==> src/tsfc_pkg.sv <==
// ----------------------------------------------------------------------------
// tsfc_pkg
// Shared constants, codes and controller/datapath interface types for the
// calibrated touch sample filter.
// ----------------------------------------------------------------------------
package tsfc_pkg;

  localparam int MAX_WINDOW = 8;
  localparam int IDX_W      = (MAX_WINDOW > 1) ? $clog2(MAX_WINDOW) : 1;
  localparam int CNT_W      = $clog2(MAX_WINDOW + 1);

  // window sums: MAX_WINDOW 16-bit values plus headroom
  localparam int SUM_W      = 17 + IDX_W;
  localparam int NUM_W      = SUM_W + 2;

  // accumulator of the affine map and dividend width of the divider
  localparam int ACC_W      = 50;
  localparam int DIV_W      = ACC_W;
  localparam int DIVR_W     = 18;
  localparam int IT_W       = $clog2(DIV_W + 1);
  localparam int AVG_ITERS  = NUM_W;
  localparam int MAP_ITERS  = DIV_W;

  localparam int CFG_IDX_W  = 3;
  localparam logic [CFG_IDX_W-1:0] CFG_COEF_A = 3'd0;
  localparam logic [CFG_IDX_W-1:0] CFG_COEF_B = 3'd1;
  localparam logic [CFG_IDX_W-1:0] CFG_COEF_C = 3'd2;
  localparam logic [CFG_IDX_W-1:0] CFG_COEF_D = 3'd3;
  localparam logic [CFG_IDX_W-1:0] CFG_COEF_E = 3'd4;
  localparam logic [CFG_IDX_W-1:0] CFG_COEF_F = 3'd5;
  localparam logic [CFG_IDX_W-1:0] CFG_DIV_S  = 3'd6;
  localparam logic [CFG_IDX_W-1:0] CFG_FSIZE  = 3'd7;

  typedef enum logic [1:0] {
    MUL_A,
    MUL_B,
    MUL_D,
    MUL_E
  } mul_sel_t;

  typedef enum logic [1:0] {
    DIV_AVGX,
    DIV_AVGY,
    DIV_MAPX,
    DIV_MAPY
  } div_sel_t;

  typedef struct packed {
    logic     capture;
    logic     walk_start;
    logic     scan_en;
    logic     sum_en;
    logic     div_start;
    div_sel_t div_sel;
    mul_sel_t mul_sel;
    logic     acc_load;
    logic     acc_y;
    logic     acc_add;
    logic     pass_load;
    logic     fin;
  } cmd_t;

  typedef struct packed {
    logic rep;
    logic release_evt;
    logic big;
    logic s_zero;
    logic walk_done;
    logic div_done;
  } stat_t;

  function automatic logic signed [15:0] sat16(input logic signed [DIV_W:0] v);
    logic signed [15:0] r;
    if (v > $signed((DIV_W+1)'(32767))) begin
      r = 16'sh7fff;
    end else if (v < -$signed((DIV_W+1)'(32768))) begin
      r = 16'sh8000;
    end else begin
      r = v[15:0];
    end
    return r;
  endfunction

endpackage

==> src/touch_sample_filter_calibrated.sv <==
// ----------------------------------------------------------------------------
// touch_sample_filter_calibrated
// Touch sample window filter with outlier rejection, rounded averaging and
// affine calibration of the reported position.
//
//   channel  | dir | transfer
//   in_*     | in  | one raw sample: x, y, button mask
//   out_*    | out | one result per sample: report fields and accepted flag
//   cfg_*    | in  | register write, one per cycle
//
// A sample that gives no report goes straight to the output register. A
// pressed report walks the window (N = window length) once for the outlier
// scan (skipped for N <= 2) and once for the sums through the ring read port,
// then the radix-2 divider runs four times. A release report skips the walk
// and the averaging divides. A zero divisor skips the map divides.
// Reset is synchronous; no clearing pass. A result waits in the output
// register while the next sample is already accepted and processed; a result
// still held there stalls the following one in its last cycle.
// ----------------------------------------------------------------------------
module touch_sample_filter_calibrated (
  input  logic                           clk,
  input  logic                           rst_n,
  input  logic                           in_tvalid,
  output logic                           in_tready,
  input  logic [39:0]                    in_tdata,   // raw_x, raw_y, buttons
  output logic                           out_tvalid,
  input  logic                           out_tready,
  output logic [39:0]                    out_tdata,  // report_valid, report_x,
                                                     // report_y, report_buttons,
                                                     // accepted
  input  logic                           cfg_we,
  input  logic [tsfc_pkg::CFG_IDX_W-1:0] cfg_index,
  input  logic [31:0]                    cfg_wdata
);

  tsfc_pkg::cmd_t  cmd;
  tsfc_pkg::stat_t st;

  tsfc_ctrl u_ctrl (
    .clk        (clk),
    .rst_n      (rst_n),
    .in_tvalid  (in_tvalid),
    .in_tready  (in_tready),
    .out_tvalid (out_tvalid),
    .out_tready (out_tready),
    .st         (st),
    .cmd        (cmd)
  );

  tsfc_dp u_dp (
    .clk       (clk),
    .rst_n     (rst_n),
    .cfg_we    (cfg_we),
    .cfg_index (cfg_index),
    .cfg_wdata (cfg_wdata),
    .raw_x     (in_tdata[15:0]),
    .raw_y     (in_tdata[31:16]),
    .buttons   (in_tdata[36:32]),
    .cmd       (cmd),
    .st        (st),
    .out_data  (out_tdata)
  );

endmodule

==> src/tsfc_div.sv <==
// ----------------------------------------------------------------------------
// tsfc_div
// Radix-2 restoring divider, unsigned magnitudes, one quotient bit a cycle.
// The dividend arrives left aligned so that iters steps consume it.
// ----------------------------------------------------------------------------
module tsfc_div (
  input  logic                         clk,
  input  logic                         rst_n,
  input  logic                         start,
  input  logic [tsfc_pkg::DIV_W-1:0]   dividend,
  input  logic [tsfc_pkg::DIVR_W-1:0]  divisor,
  input  logic [tsfc_pkg::IT_W-1:0]    iters,
  output logic [tsfc_pkg::DIV_W-1:0]   quo,
  output logic                         rem_nz,
  output logic                         done
);

  logic [tsfc_pkg::DIV_W-1:0]  q_r;
  logic [tsfc_pkg::DIVR_W-1:0] r_r;
  logic [tsfc_pkg::DIVR_W-1:0] d_r;
  logic [tsfc_pkg::IT_W-1:0]   cnt_r;
  logic                        busy_r;
  logic                        done_r;
  logic [tsfc_pkg::DIVR_W:0]   r_sh;
  logic                        ge;
  logic [tsfc_pkg::DIVR_W:0]   r_diff;

  assign r_sh   = {r_r, q_r[tsfc_pkg::DIV_W-1]};
  assign ge     = (r_sh >= {1'b0, d_r});
  assign r_diff = ge ? (r_sh - {1'b0, d_r}) : r_sh;

  always_ff @(posedge clk) begin
    if (!rst_n) begin
      busy_r <= 1'b0;
      done_r <= 1'b0;
    end else begin
      done_r <= 1'b0;
      if (start) begin
        q_r    <= dividend;
        r_r    <= '0;
        d_r    <= divisor;
        cnt_r  <= iters;
        busy_r <= 1'b1;
      end else if (busy_r) begin
        q_r   <= {q_r[tsfc_pkg::DIV_W-2:0], ge};
        r_r   <= r_diff[tsfc_pkg::DIVR_W-1:0];
        cnt_r <= cnt_r - 1'b1;
        if (cnt_r == tsfc_pkg::IT_W'(1)) begin
          busy_r <= 1'b0;
          done_r <= 1'b1;
        end
      end
    end
  end

  assign quo    = q_r;
  assign rem_nz = |r_r;
  assign done   = done_r;

endmodule

==> src/tsfc_dp.sv <==
// ----------------------------------------------------------------------------
// tsfc_dp
// Datapath: configuration registers, sample ring, window walk (outlier scan
// and sums), shared divider, one multiplier, output register.
// ----------------------------------------------------------------------------
module tsfc_dp (
  input  logic                              clk,
  input  logic                              rst_n,
  input  logic                              cfg_we,
  input  logic [tsfc_pkg::CFG_IDX_W-1:0]    cfg_index,
  input  logic [31:0]                       cfg_wdata,
  input  logic signed [15:0]                raw_x,
  input  logic signed [15:0]                raw_y,
  input  logic [4:0]                        buttons,
  input  tsfc_pkg::cmd_t                    cmd,
  output tsfc_pkg::stat_t                   st,
  output logic [39:0]                       out_data
);

  localparam int IW = tsfc_pkg::IDX_W;
  localparam int CW = tsfc_pkg::CNT_W;
  localparam int SW = tsfc_pkg::SUM_W;
  localparam int NW = tsfc_pkg::NUM_W;
  localparam int AW = tsfc_pkg::ACC_W;
  localparam int DW = tsfc_pkg::DIV_W;
  localparam int RW = tsfc_pkg::DIVR_W;

  logic signed [31:0] a_r, b_r, c_r, d_r, e_r, f_r;
  logic signed [17:0] s_r;
  logic [3:0]         fs_r;
  logic [CW-1:0]      win;

  logic [IW-1:0]      slot_r;
  logic [CW-1:0]      fill_r;
  logic [CW-1:0]      fill_nxt;
  logic [IW-1:0]      slot_nxt;
  logic signed [15:0] lx_r, ly_r;
  logic [31:0]        ring_m [tsfc_pkg::MAX_WINDOW];

  logic               rel_r, rep_r;
  logic [4:0]         btn_r;

  logic [CW-1:0]      idx_r;
  logic               pv_r;
  logic [IW-1:0]      pidx_r;
  logic [31:0]        rd_r;
  logic [17:0]        best_r;
  logic [IW-1:0]      skip_r;
  logic               skipv_r;
  logic signed [SW-1:0] sumx_r, sumy_r;
  logic [CW-1:0]      cnt_r;

  logic signed [15:0] avgx_r, avgy_r;
  logic signed [47:0] prod_r;
  logic signed [AW-1:0] acc_r;
  logic signed [15:0] resx_r, resy_r;

  tsfc_pkg::div_sel_t dsel_r;
  logic               dneg_r;

  logic               o_valid_r, o_acc_r;
  logic signed [15:0] o_x_r, o_y_r;
  logic [4:0]         o_btn_r;

  // window length clamp
  always_comb begin
    if (fs_r == 4'd0) begin
      win = CW'(1);
    end else if (int'(fs_r) > tsfc_pkg::MAX_WINDOW) begin
      win = CW'(tsfc_pkg::MAX_WINDOW);
    end else begin
      win = CW'(fs_r);
    end
  end

  assign fill_nxt = (fill_r < win) ? fill_r + 1'b1 : fill_r;
  assign slot_nxt = ((CW'(slot_r) + 1'b1) >= win) ? '0 : slot_r + 1'b1;

  // configuration and ring bookkeeping
  always_ff @(posedge clk) begin
    if (!rst_n) begin
      a_r    <= 32'sd1;
      b_r    <= '0;
      c_r    <= '0;
      d_r    <= '0;
      e_r    <= 32'sd1;
      f_r    <= '0;
      s_r    <= 18'sd1;
      fs_r   <= 4'd5;
      slot_r <= '0;
      fill_r <= '0;
      lx_r   <= '0;
      ly_r   <= '0;
    end else begin
      if (cfg_we) begin
        case (cfg_index)
          tsfc_pkg::CFG_COEF_A: a_r <= cfg_wdata;
          tsfc_pkg::CFG_COEF_B: b_r <= cfg_wdata;
          tsfc_pkg::CFG_COEF_C: c_r <= cfg_wdata;
          tsfc_pkg::CFG_COEF_D: d_r <= cfg_wdata;
          tsfc_pkg::CFG_COEF_E: e_r <= cfg_wdata;
          tsfc_pkg::CFG_COEF_F: f_r <= cfg_wdata;
          tsfc_pkg::CFG_DIV_S:  s_r <= cfg_wdata[17:0];
          tsfc_pkg::CFG_FSIZE: begin
            fs_r   <= cfg_wdata[3:0];
            slot_r <= '0;
            fill_r <= '0;
          end
          default: ;
        endcase
      end else if (cmd.capture) begin
        if (buttons == 5'd0) begin
          slot_r <= '0;
          fill_r <= '0;
        end else begin
          slot_r <= slot_nxt;
          fill_r <= fill_nxt;
        end
      end
      if (cmd.fin && rep_r) begin
        lx_r <= resx_r;
        ly_r <= resy_r;
      end
    end
  end

  always_ff @(posedge clk) begin
    if (cmd.capture && (buttons != 5'd0)) begin
      ring_m[slot_r] <= {raw_y, raw_x};
    end
    if ((cmd.scan_en || cmd.sum_en) && (idx_r < win)) begin
      rd_r <= ring_m[idx_r[IW-1:0]];
    end
  end

  // capture, window walk, outlier scan and sums
  logic signed [15:0] sx, sy;
  logic signed [16:0] dx, dy;
  logic [16:0]        adx, ady;
  logic [17:0]        mdist;

  assign sx    = rd_r[15:0];
  assign sy    = rd_r[31:16];
  assign dx    = {lx_r[15], lx_r} - {sx[15], sx};
  assign dy    = {ly_r[15], ly_r} - {sy[15], sy};
  assign adx   = dx[16] ? 17'(-dx) : 17'(dx);
  assign ady   = dy[16] ? 17'(-dy) : 17'(dy);
  assign mdist = {1'b0, adx} + {1'b0, ady};

  always_ff @(posedge clk) begin
    if (cmd.capture) begin
      btn_r   <= buttons;
      rel_r   <= (buttons == 5'd0);
      rep_r   <= (buttons == 5'd0) ? (fill_r >= win) : (fill_nxt >= win);
      best_r  <= '0;
      skipv_r <= 1'b0;
    end
    if (cmd.walk_start) begin
      idx_r  <= '0;
      pv_r   <= 1'b0;
      sumx_r <= '0;
      sumy_r <= '0;
      cnt_r  <= '0;
    end else if (cmd.scan_en || cmd.sum_en) begin
      if (idx_r < win) begin
        pidx_r <= idx_r[IW-1:0];
        idx_r  <= idx_r + 1'b1;
        pv_r   <= 1'b1;
      end else begin
        pv_r <= 1'b0;
      end
      if (pv_r && cmd.scan_en && (mdist > best_r)) begin
        best_r  <= mdist;
        skip_r  <= pidx_r;
        skipv_r <= 1'b1;
      end
      if (pv_r && cmd.sum_en && !(skipv_r && (pidx_r == skip_r))) begin
        sumx_r <= sumx_r + SW'(sx);
        sumy_r <= sumy_r + SW'(sy);
        cnt_r  <= cnt_r + 1'b1;
      end
    end
  end

  // divider operand selection
  logic signed [NW-1:0] num;
  logic [NW-1:0]        num_mag;
  logic [AW-1:0]        acc_mag;
  logic [RW-1:0]        s_mag;
  logic [DW-1:0]        dv_dividend;
  logic [RW-1:0]        dv_divisor;
  logic [tsfc_pkg::IT_W-1:0] dv_iters;
  logic                 dv_neg;
  logic [DW-1:0]        dv_quo;
  logic                 dv_rem_nz;
  logic                 dv_done;

  always_comb begin
    if (cmd.div_sel == tsfc_pkg::DIV_AVGX) begin
      num = (NW'(sumx_r) <<< 1) + NW'(cnt_r);
    end else begin
      num = (NW'(sumy_r) <<< 1) + NW'(cnt_r);
    end
    num_mag = num[NW-1] ? NW'(-num) : NW'(num);
    acc_mag = acc_r[AW-1] ? AW'(-acc_r) : AW'(acc_r);
    s_mag   = s_r[17] ? RW'(-s_r) : RW'(s_r);
    if ((cmd.div_sel == tsfc_pkg::DIV_AVGX) || (cmd.div_sel == tsfc_pkg::DIV_AVGY)) begin
      dv_dividend = DW'(num_mag) << (DW - tsfc_pkg::AVG_ITERS);
      dv_divisor  = RW'({cnt_r, 1'b0});
      dv_iters    = tsfc_pkg::IT_W'(tsfc_pkg::AVG_ITERS);
      dv_neg      = num[NW-1];
    end else begin
      dv_dividend = DW'(acc_mag);
      dv_divisor  = s_mag;
      dv_iters    = tsfc_pkg::IT_W'(tsfc_pkg::MAP_ITERS);
      dv_neg      = acc_r[AW-1] ^ s_r[17];
    end
  end

  tsfc_div u_div (
    .clk      (clk),
    .rst_n    (rst_n),
    .start    (cmd.div_start),
    .dividend (dv_dividend),
    .divisor  (dv_divisor),
    .iters    (dv_iters),
    .quo      (dv_quo),
    .rem_nz   (dv_rem_nz),
    .done     (dv_done)
  );

  // signed quotient; averages round by floor of (2*sum+n)/(2n)
  logic signed [DW:0] q_m;
  logic signed [DW:0] q_s;
  logic signed [DW:0] q_fl;

  assign q_m  = $signed({1'b0, dv_quo});
  assign q_s  = dneg_r ? -q_m : q_m;
  assign q_fl = (dneg_r && dv_rem_nz) ? q_s - 1'b1 : q_s;

  // multiplier and accumulator
  logic signed [31:0] mcoef;
  logic signed [15:0] mop;

  always_comb begin
    case (cmd.mul_sel)
      tsfc_pkg::MUL_A: begin mcoef = a_r; mop = avgx_r; end
      tsfc_pkg::MUL_B: begin mcoef = b_r; mop = avgy_r; end
      tsfc_pkg::MUL_D: begin mcoef = d_r; mop = avgx_r; end
      tsfc_pkg::MUL_E: begin mcoef = e_r; mop = avgy_r; end
      default:         begin mcoef = a_r; mop = avgx_r; end
    endcase
  end

  always_ff @(posedge clk) begin
    prod_r <= mcoef * mop;
    if (cmd.acc_load) begin
      acc_r <= AW'(cmd.acc_y ? f_r : c_r) + AW'(prod_r);
    end else if (cmd.acc_add) begin
      acc_r <= acc_r + AW'(prod_r);
    end
    if (cmd.div_start) begin
      dsel_r <= cmd.div_sel;
      dneg_r <= dv_neg;
    end
    if (cmd.capture) begin
      avgx_r <= raw_x;
      avgy_r <= raw_y;
    end
    if (dv_done) begin
      case (dsel_r)
        tsfc_pkg::DIV_AVGX: avgx_r <= q_fl[15:0];
        tsfc_pkg::DIV_AVGY: avgy_r <= q_fl[15:0];
        tsfc_pkg::DIV_MAPX: resx_r <= tsfc_pkg::sat16(q_s);
        tsfc_pkg::DIV_MAPY: resy_r <= tsfc_pkg::sat16(q_s);
        default: ;
      endcase
    end
    if (cmd.pass_load) begin
      resx_r <= avgx_r;
      resy_r <= avgy_r;
    end
    if (cmd.fin) begin
      o_valid_r <= rep_r;
      o_x_r     <= rep_r ? resx_r : '0;
      o_y_r     <= rep_r ? resy_r : '0;
      o_btn_r   <= rep_r ? btn_r : '0;
      o_acc_r   <= rel_r || rep_r;
    end
  end

  assign out_data = {1'b0, o_acc_r, o_btn_r, o_y_r, o_x_r, o_valid_r};

  assign st.rep         = rep_r;
  assign st.release_evt = rel_r;
  assign st.big         = (win > CW'(2));
  assign st.s_zero      = (s_r == '0);
  assign st.walk_done   = (idx_r == win) && !pv_r;
  assign st.div_done    = dv_done;

  a_slot_in_window: assert property (@(posedge clk) disable iff (!rst_n)
    CW'(slot_r) < win) else $error("write slot outside window");

  a_fill_bounded: assert property (@(posedge clk) disable iff (!rst_n)
    fill_r <= win) else $error("fill count above window length");

  a_walk_issued: assert property (@(posedge clk) disable iff (!rst_n)
    (cmd.scan_en || cmd.sum_en) && pv_r |-> idx_r != '0)
    else $error("ring data marked valid with no read issued");

endmodule

==> src/tsfc_ctrl.sv <==
// ----------------------------------------------------------------------------
// tsfc_ctrl
// Controller: sequences capture, outlier scan, sums, averaging divides,
// affine map and the output register handshake.
// ----------------------------------------------------------------------------
module tsfc_ctrl (
  input  logic            clk,
  input  logic            rst_n,
  input  logic            in_tvalid,
  output logic            in_tready,
  output logic            out_tvalid,
  input  logic            out_tready,
  input  tsfc_pkg::stat_t st,
  output tsfc_pkg::cmd_t  cmd
);

  typedef enum logic [4:0] {
    S_IDLE, S_DEC, S_SCAN, S_SUM, S_AVGX, S_AVGY, S_MAP,
    S_MX1, S_MX2, S_MX3, S_DX, S_MY1, S_MY2, S_MY3, S_DY, S_FIN
  } state_t;

  state_t state_r, state_nxt;
  logic   out_valid_r;

  always_comb begin
    cmd         = '0;
    cmd.div_sel = tsfc_pkg::DIV_AVGX;
    cmd.mul_sel = tsfc_pkg::MUL_A;
    state_nxt   = state_r;
    case (state_r)
      S_IDLE: begin
        if (in_tvalid) begin
          cmd.capture = 1'b1;
          state_nxt   = S_DEC;
        end
      end
      S_DEC: begin
        if (!st.rep) begin
          state_nxt = S_FIN;
        end else if (st.release_evt) begin
          state_nxt = S_MAP;
        end else begin
          cmd.walk_start = 1'b1;
          state_nxt      = st.big ? S_SCAN : S_SUM;
        end
      end
      S_SCAN: begin
        cmd.scan_en = 1'b1;
        if (st.walk_done) begin
          cmd.walk_start = 1'b1;
          state_nxt      = S_SUM;
        end
      end
      S_SUM: begin
        cmd.sum_en = 1'b1;
        if (st.walk_done) begin
          cmd.div_start = 1'b1;
          cmd.div_sel   = tsfc_pkg::DIV_AVGX;
          state_nxt     = S_AVGX;
        end
      end
      S_AVGX: begin
        cmd.div_sel = tsfc_pkg::DIV_AVGY;
        if (st.div_done) begin
          cmd.div_start = 1'b1;
          state_nxt     = S_AVGY;
        end
      end
      S_AVGY: begin
        if (st.div_done) state_nxt = S_MAP;
      end
      S_MAP: begin
        if (st.s_zero) begin
          cmd.pass_load = 1'b1;
          state_nxt     = S_FIN;
        end else begin
          cmd.mul_sel = tsfc_pkg::MUL_A;
          state_nxt   = S_MX1;
        end
      end
      S_MX1: begin
        cmd.acc_load = 1'b1;
        cmd.mul_sel  = tsfc_pkg::MUL_B;
        state_nxt    = S_MX2;
      end
      S_MX2: begin
        cmd.acc_add = 1'b1;
        state_nxt   = S_MX3;
      end
      S_MX3: begin
        cmd.div_start = 1'b1;
        cmd.div_sel   = tsfc_pkg::DIV_MAPX;
        state_nxt     = S_DX;
      end
      S_DX: begin
        cmd.mul_sel = tsfc_pkg::MUL_D;
        if (st.div_done) state_nxt = S_MY1;
      end
      S_MY1: begin
        cmd.acc_load = 1'b1;
        cmd.acc_y    = 1'b1;
        cmd.mul_sel  = tsfc_pkg::MUL_E;
        state_nxt    = S_MY2;
      end
      S_MY2: begin
        cmd.acc_add = 1'b1;
        state_nxt   = S_MY3;
      end
      S_MY3: begin
        cmd.div_start = 1'b1;
        cmd.div_sel   = tsfc_pkg::DIV_MAPY;
        state_nxt     = S_DY;
      end
      S_DY: begin
        if (st.div_done) state_nxt = S_FIN;
      end
      S_FIN: begin
        if (!out_valid_r || out_tready) begin
          cmd.fin   = 1'b1;
          state_nxt = S_IDLE;
        end
      end
      default: state_nxt = S_IDLE;
    endcase
  end

  always_ff @(posedge clk) begin
    if (!rst_n) begin
      state_r     <= S_IDLE;
      out_valid_r <= 1'b0;
    end else begin
      state_r <= state_nxt;
      if (cmd.fin) begin
        out_valid_r <= 1'b1;
      end else if (out_tready) begin
        out_valid_r <= 1'b0;
      end
    end
  end

  assign in_tready  = (state_r == S_IDLE);
  assign out_tvalid = out_valid_r;

endmodule
==> config.mk <==
export PLATFORM = sky130hd
export DESIGN_NAME = touch_sample_filter_calibrated
export DESIGN_NICKNAME = d
export VERILOG_FILES = /design/src/tsfc_pkg.sv /design/src/touch_sample_filter_calibrated.sv /design/src/tsfc_div.sv /design/src/tsfc_dp.sv /design/src/tsfc_ctrl.sv
export SDC_FILE = /design/constraint.sdc
export NUM_CORES = 2
export LEC_CHECK = 0
export ABC_AREA = 1
export BUFFER_PORTS_ARGS = -buffer_cell sky130_fd_sc_hd__buf_2
export CORE_ASPECT_RATIO = 1.25
export CORE_MARGIN = 4
export CORE_UTILIZATION = 47
export CTS_BUF_LIST = sky130_fd_sc_hd__clkbuf_8 sky130_fd_sc_hd__clkbuf_16
export CTS_CLUSTER_SIZE = 14
export DETAILED_ROUTE_END_ITERATION = 10
export PLACE_DENSITY = 0.64
export SYNTH_ARGS = -nofsm -noshare
export SYNTH_HDL_FRONTEND = slang
export SYNTH_SLANG_ARGS = --single-unit
==> constraint.sdc <==
create_clock -name clk -period 17.9 [get_ports clk]
set_input_delay 2.685 -clock clk [delete_from_list [all_inputs] [get_ports clk]]
set_output_delay 2.685 -clock clk [all_outputs]
set_load 0.1 [all_outputs]
Word-level counts from Yosys, hierarchy flattened

Memory sizes are Yosys's and may differ from the RTL's. A register that Yosys moved wholly into a read port is not among the register bits.
Cells that the tools add are included.

Add/subtract/negate cells: 23
$mul: 1
Div/mod/pow operators: 0
$lt $le $gt $ge: 11
Equality and inequality tests: 41
Shifts and indexed selects: 0
Multiplexer cells: 99
Bitwise logic cells: 5
Reductions and logical operators: 58

Operators by type and width:

| operator             | count |
|---|---|
| $mux 50              | 7 |
| $mux 16              | 15 |
| $pmux 32 s4          | 1 |
| $mux 18              | 6 |
| $add 50x48->50       | 2 |
| $pmux 5 s16          | 1 |
| $mux 5               | 11 |
| $gt 51x16->1 const B | 1 |
| $lt 51x16->1 const B | 1 |
| $mux 17              | 3 |
| $mux 51              | 1 |
| $neg 50->51          | 1 |
| $neg 50->50          | 1 |
| $mul 32x16->48       | 1 |
| $add 21x5->22        | 2 |
| $mux 22              | 2 |
| $add 20x16->20       | 2 |
| $eq 5x4->1 const B   | 8 |
| $neg 17->17          | 2 |
| $sub 16x16->17       | 2 |
| $mux 4               | 8 |
| $pmux 16 s2          | 1 |
| $mux 1               | 31 |
| $reduce_and 2->1     | 15 |
| other kinds (50)     | 113 |

Register bits after elaboration: 638
Latch bits: 0
Bits in writable memories: 256
Bits in read-only memories: 0
Input port bits: 80
Output and inout port bits: 42
Logic and storage cells: 286
Memories kept: 1

Memories:

| name        | depth | width | read ports | clocked after memory_dff | wr ports | RTL line      | text |
|---|---|---|---|---|---|---|---|
| u_dp.ring_m | 8     | 32    | 1          | 1                        | 1        | tsfc_dp.sv:38 | `logic [31:0] ring_m [tsfc_pkg::MAX_WINDOW];` |

Longest topological paths before layout

Depth after elaboration: 13
Depth in mapped cells: 44
Depth with buffers taken out: 42

Cells and area by module

A second synthesis with hierarchy kept.

Cell total of the unflattened synthesis: 8,864
Area total of the unflattened synthesis: 69,420.3 µm²

Modules (own cells, without submodules):

| module    | instances | cells each | area an instance (µm²) | seq. area each (µm²) |
|---|---|---|---|---|
| tsfc_dp   | 1         | 8,180      | 63,731.1               | 20,789.9 |
| tsfc_div  | 1         | 592        | 5,188.7                | 2,802.7 |
| tsfc_ctrl | 1         | 92         | 500.5                  | 100.1 |

Least setup slack after synthesis

No wires, ideal clock.

Kind: input port to flip-flop
Start: in rst_n
End: reg u_dp.u_div.busy_r
Arrival: 8.971 ns
Required time: 17.820 ns
Slack: 8.849 ns
Stages on the path: 5
Path buffers: 1
Path through: clkbuf_1 inv_2 o21ai_0 o21ai_0 inv_1

RTL lines:

| what                 | RTL line                             | text |
|---|---|---|
| from (decl)          | touch_sample_filter_calibrated.sv:22 | `input logic rst_n,` |
| to (signal assigned) | tsfc_div.sv:34                       | `busy_r <= 1'b0;` |
| to (signal assigned) | tsfc_div.sv:43                       | `busy_r <= 1'b1;` |
| to (signal assigned) | tsfc_div.sv:49                       | `busy_r <= 1'b0;` |
| to (decl)            | tsfc_div.sv:22                       | `logic busy_r;` |

Final worst setup path

Start: reg u_ctrl.state_r[0]
End: reg u_dp.prod_r[42]

Longest elaborated chain between the ends: 6

RTL lines:

| what                                     | RTL line         | text |
|---|---|---|
| from (decl)                              | tsfc_ctrl.sv:22  | `state_t state_r, state_nxt;` |
| from (signal assigned)                   | tsfc_ctrl.sv:132 | `state_r <= state_nxt;` |
| $eq 5x4->1 or $eq 5x3->1 (tied branches) | tsfc_ctrl.sv:30  | `case (state_r)` |
| $pmux 2 s3 (*)                           | tsfc_ctrl.sv:30  |  |
| $eq 2x1->1 (tied with other cells)       | tsfc_dp.sv:246   | `case (cmd.mul_sel)` |
| $reduce_or 2->1 (no line)                | n/a              |  |
| $pmux 16 s2                              | tsfc_dp.sv:246   |  |
| $mul 32x16->48 (*)                       | tsfc_dp.sv:256   | `prod_r <= mcoef * mop;` |
| to (signal assigned)                     | tsfc_dp.sv:256   |  |
| to (decl)                                | tsfc_dp.sv:54    | `logic signed [47:0] prod_r;` |

Every way passes the cells marked *; elsewhere a longest branch is shown, timed or not.
A chain may end at the register's enable or synchronous reset.

==> summary.md <==
| Metric | Value |
|---|---|
| Fin Clk Skew | 38.1 ps |
| Global-route wire length before repair | 354,000 um |
| Mapped Cells | 8,673 |
| Sequential power share | 18.9% |
| Inserted Clock Buffers | 95 |
| Peak supply drop | 0.272 mV |
| Root Buffer | clkbuf_16 |
| Minimum clock period | 10,520 ps |
| DR vias/cell | 5.55 |
| Grt met2 use | 52.8% |
| Max cap viols | 0 |
| Synthesized Nets | 9,565 |
| Clk network pwr share | 12.5% |
| Share of cells above drive strength 1 | 6.05% |
| Die width | 350 um |
| Final number of setup-violating endpoints | 0 |
| DR iter-0 viols | 5,473 |
| CTS max path bufs | 3 |
| Antenna violations before repair | 20 |
| Port-buffer cells | 117 |
| Detail Route Antenna Nets | 0 |
| Slew @ Worst Pin | 1230 ps |
| Post-CTS Setup Bufs | 0 |
| Vias in the first global route | 58,271 |
| Power density over the cells | 218 mW/mm2 |
| Die area | 0.153 mm2 |
| Nets | 9,575 |
| Wirelength, routed | 235,000 um |
| CTS hold repair buffers | 0 |
| # IOs | 122 |
| CP max FO | 37 |
| Worst path most repeated cell | fa_1 |
| Worst path buffer plus inverter count | 8 |
| Final Cycle Share | 58.8% |
| Crit-path max cell delay | 910 ps |
| Layout area overhead | 8.40% |
| Post-CTS Resized | 0 |
| Crit path max-delay family | adder cells |
| Htree depth | 3 |
| Syn Area/Cell | 7.94 um2 |
| CP Capture Type | flip-flop |
| Overall Power | 16.3 mW |
| Worst skew pair latency | 730 ps |
| Register area share after synthesis | 34.4% |
| Endpoints failing hold | 0 |
| NetSw | 8.58 mW |
| Largest net degree at the start of global routing | 111 |
| Status | completed |
| Setup CP Type | flip-flop to flip-flop |
| TritonRoute pass-1 iters | 6 |
| CTS sink cnt | 925 |
| Setup crit start | u_ctrl.state_r[0]$_SDFFE_PN0P_ |
| Async SR Flop Fraction | 0% |
| Seq cells post-synth | 925 |
| Met1 Use GR | 36.2% |
| Reg2reg start | u_ctrl.state_r[0]$_SDFFE_PN0P_ |
| Worst EP arrival | 11,160 ps |
| Internal power | 7.70 mW |
| Startpoint types | flip-flop |
| Die H | 436 um |
| Worst R2R End | u_dp.prod_r[42]$_DFF_P_ |
| Yosys Warn Count | 0 |
| Critical Path RT | 18,530 ps |
| Synth Flop Type | edfxtp_1 |
| Routability cong. | 1.03 |
| Cells on worst reg2reg path | 30 |
| EDFF count, synth | 517 |
| Initial Utilization | 47.4% |
| DR WL/cell | 22.0 um |
| HPWL Detailed | 180,000 um |
| Yosys cell types | 69 |
| Final Util | 51.4% |
| Hold WC Path Type | flip-flop to flip-flop |
| Residual DRC | 0 |
| Crit path to | u_dp.prod_r[42]$_DFF_P_ |
| R2R Setup Slk | 7380 ps |
| Logic gate share of total power | 68.6% |
| Gr ovfl total | 0 |
| Met3 usage in global routing | 4.42% |
| Placeable Area | 0.145 mm2 |
| Top Usage Layer GRT | met2 |
| Critical-path top delay cell | clkinv_1 |
| Switching Share | 52.7% |
| Max-slew headroom | 17.9% |
| CTS tree | built |
| Cell area after synthesis | 0.0689 mm2 |
| Site Rows | 156 |
| Crit path depth | 30 |
| All-layer global routing usage | 30.5% |
| Fmax achieved | 95.0 MHz |
| Count of pins over their slew limit | 0 |
| Unrepaired setup endpoints after global routing | no |
| Routed via count | 59,172 |
| LEAKAGE | 33.4 nW |
| Clk slew on worst S/H paths | 60 ps |
| Setup tns final | 0 ps |
-- cell usage after synthesis, drive strengths merged (3+ instances only) --
cell    number  area [um2]
nor3        80         415
nand3b      16         120
clkinv      13        48.8
inv       1349        5060
xnor2       69         604
nand4       87         544
a221oi       4        35.0
o31ai       22         165
ha         318        3980
a21boi      13        97.6
a32oi        3        26.3
o22ai       47         300
nand3      300        1530
o32ai        9        78.8
a22o         8        70.1
mux2i        7        70.1
clkbuf     231         868
nor3b        3        22.5
buf         70         378
edfxtp     517       15500
nand2     1565        5980
o21a        12        90.1
a31o         4        35.0
nor4        28         175
a21oi      447        2240
o21bai      10        75.1
xor2       197        1730
nor2      1406        5390
mux2         3        33.8
or2          9        56.3
o21ai      723        3670
a22oi        7        57.6
o221ai       3        26.3
dfxtp      408        8170
o211ai      60         450
a21o        16         120
fa         494        9890
a31oi       90         563
and2         3        18.8
a211oi      10        75.1
-- registers in the layout, summed over array words and instances, names as in the netlist, 18 cells and up --
register and count:
u_dp.ring_m 256, u_dp.acc_r 50, u_dp.u_div.quo 50, u_dp.prod_r 48, u_dp.a_r 32, u_dp.b_r 32, u_dp.c_r 32, u_dp.d_r 32
u_dp.e_r 32, u_dp.f_r 32, u_dp.rd_r 32, u_dp.sumx_r 20, u_dp.sumy_r 20, u_dp.best_r 18, u_dp.s_r 18, u_dp.u_div.d_r 18
u_dp.u_div.r_r 18
-- worst min-delay path, stage by stage (launching register included) --
cell	delay (ps)
dfxtp_1	300
inv_1	50
a21oi_1	50
-- cells in the final DEF, fill, tap and decap left out, types with 69 or more instances in the layout --
master	netlist	final
nand2_1	1535	1534
nor2_1	1380	1368
inv_1	1319	1333
o21ai_0	678	665
edfxtp_1	517	517
fa_1	494	494
a21oi_1	446	446
dfxtp_1	408	406
ha_1	318	318
nand3_1	295	295
xor2_1	197	197
buf_2	23	116
clkbuf_16	0	99
buf_4	12	98
a31oi_1	90	90
nand4_1	87	87
nor3_1	77	73
xnor2_1	69	69
-- per-stage QoR --
stage	cell area [um2]	instances	hold slack [ps]	setup WS, ps
detailed placement	71500	10482	441	7500
CTS	74600	10658	450	7440
finish	74700	10670	453	7380
floorplan	68900	8673	424	8850
global route	74700	10663	462	6740
global placement	71500	10482	434	7570
-- layer usage --
metal / share of wire [%] / up-vias
met2: 49 / 2010
met3: 6.1 / 531
met5: 0.0094 / -
met4: 6.6 / 4
li1: - / 27947
met1: 38 / 28680
-- power by group through the flow --
stage / clock network [mW] / registers (mW) / logic, mW
after floorplan: 0 / 2.92 / 7.95
final: 2.03 / 3.08 / 11.2
after detailed placement: 0 / 3.12 / 11.1
after global placement: 0 / 3.11 / 11.0
after global routing: 2.14 / 3.09 / 12.6
after CTS: 2.06 / 3.07 / 11.2
-- worst min-delay path by stage --
| stage | startpoint | slack (ps) | cells past startpoint | to |
|---|---|---|---|---|
| floorplan | u_dp.rep_r$_DFFE_PP_ | 420 | 0 | u_dp.o_valid_r$_DFFE_PP_ |
| global placement | u_dp.a_r[18]$_SDFFE_PN0P_ | 430 | 2 | u_dp.a_r[18]$_SDFFE_PN0P_ |
| detailed placement | u_dp.a_r[18]$_SDFFE_PN0P_ | 440 | 2 | u_dp.a_r[18]$_SDFFE_PN0P_ |
| CTS | u_dp.a_r[18]$_SDFFE_PN0P_ | 450 | 2 | u_dp.a_r[18]$_SDFFE_PN0P_ |
| global route | u_dp.a_r[18]$_SDFFE_PN0P_ | 460 | 2 | u_dp.a_r[18]$_SDFFE_PN0P_ |
| finish | u_dp.a_r[18]$_SDFFE_PN0P_ | 450 | 2 | u_dp.a_r[18]$_SDFFE_PN0P_ |
-- kinds of logic (layout without fill, tap and decap cells) --
family | Yosys count | after routing | synth area share (%)
simple gates | 3501 | 3501 | 20.7
buf+inv | 1663 | 1752 | 9.23
compound gates | 1495 | 1495 | 12.0
flops | 925 | 925 | 34.4
fa+ha+maj | 812 | 812 | 20.1
xor+xnor | 266 | 266 | 3.38
mux | 10 | 10 | 0.151
other cells | 1 | 13 | 0.00544
-- final cells by class --
| type | count | area, um2 |
|---|---|---|
| Antenna cell | 12 | 30.0 |
| Clock buffer | 102 | 2520 |
| Clock inverter | 74 | 618 |
| Inverter | 1362 | 5110 |
| Timing Repair Buffer | 214 | 1320 |
| Sequential cell | 925 | 23700 |
| Fill cell | 14031 | 70500 |
| Multi-Input combinational cell | 6085 | 39000 |
| Tap cell | 1896 | 2370 |
(Power assumes the default switching activity.)
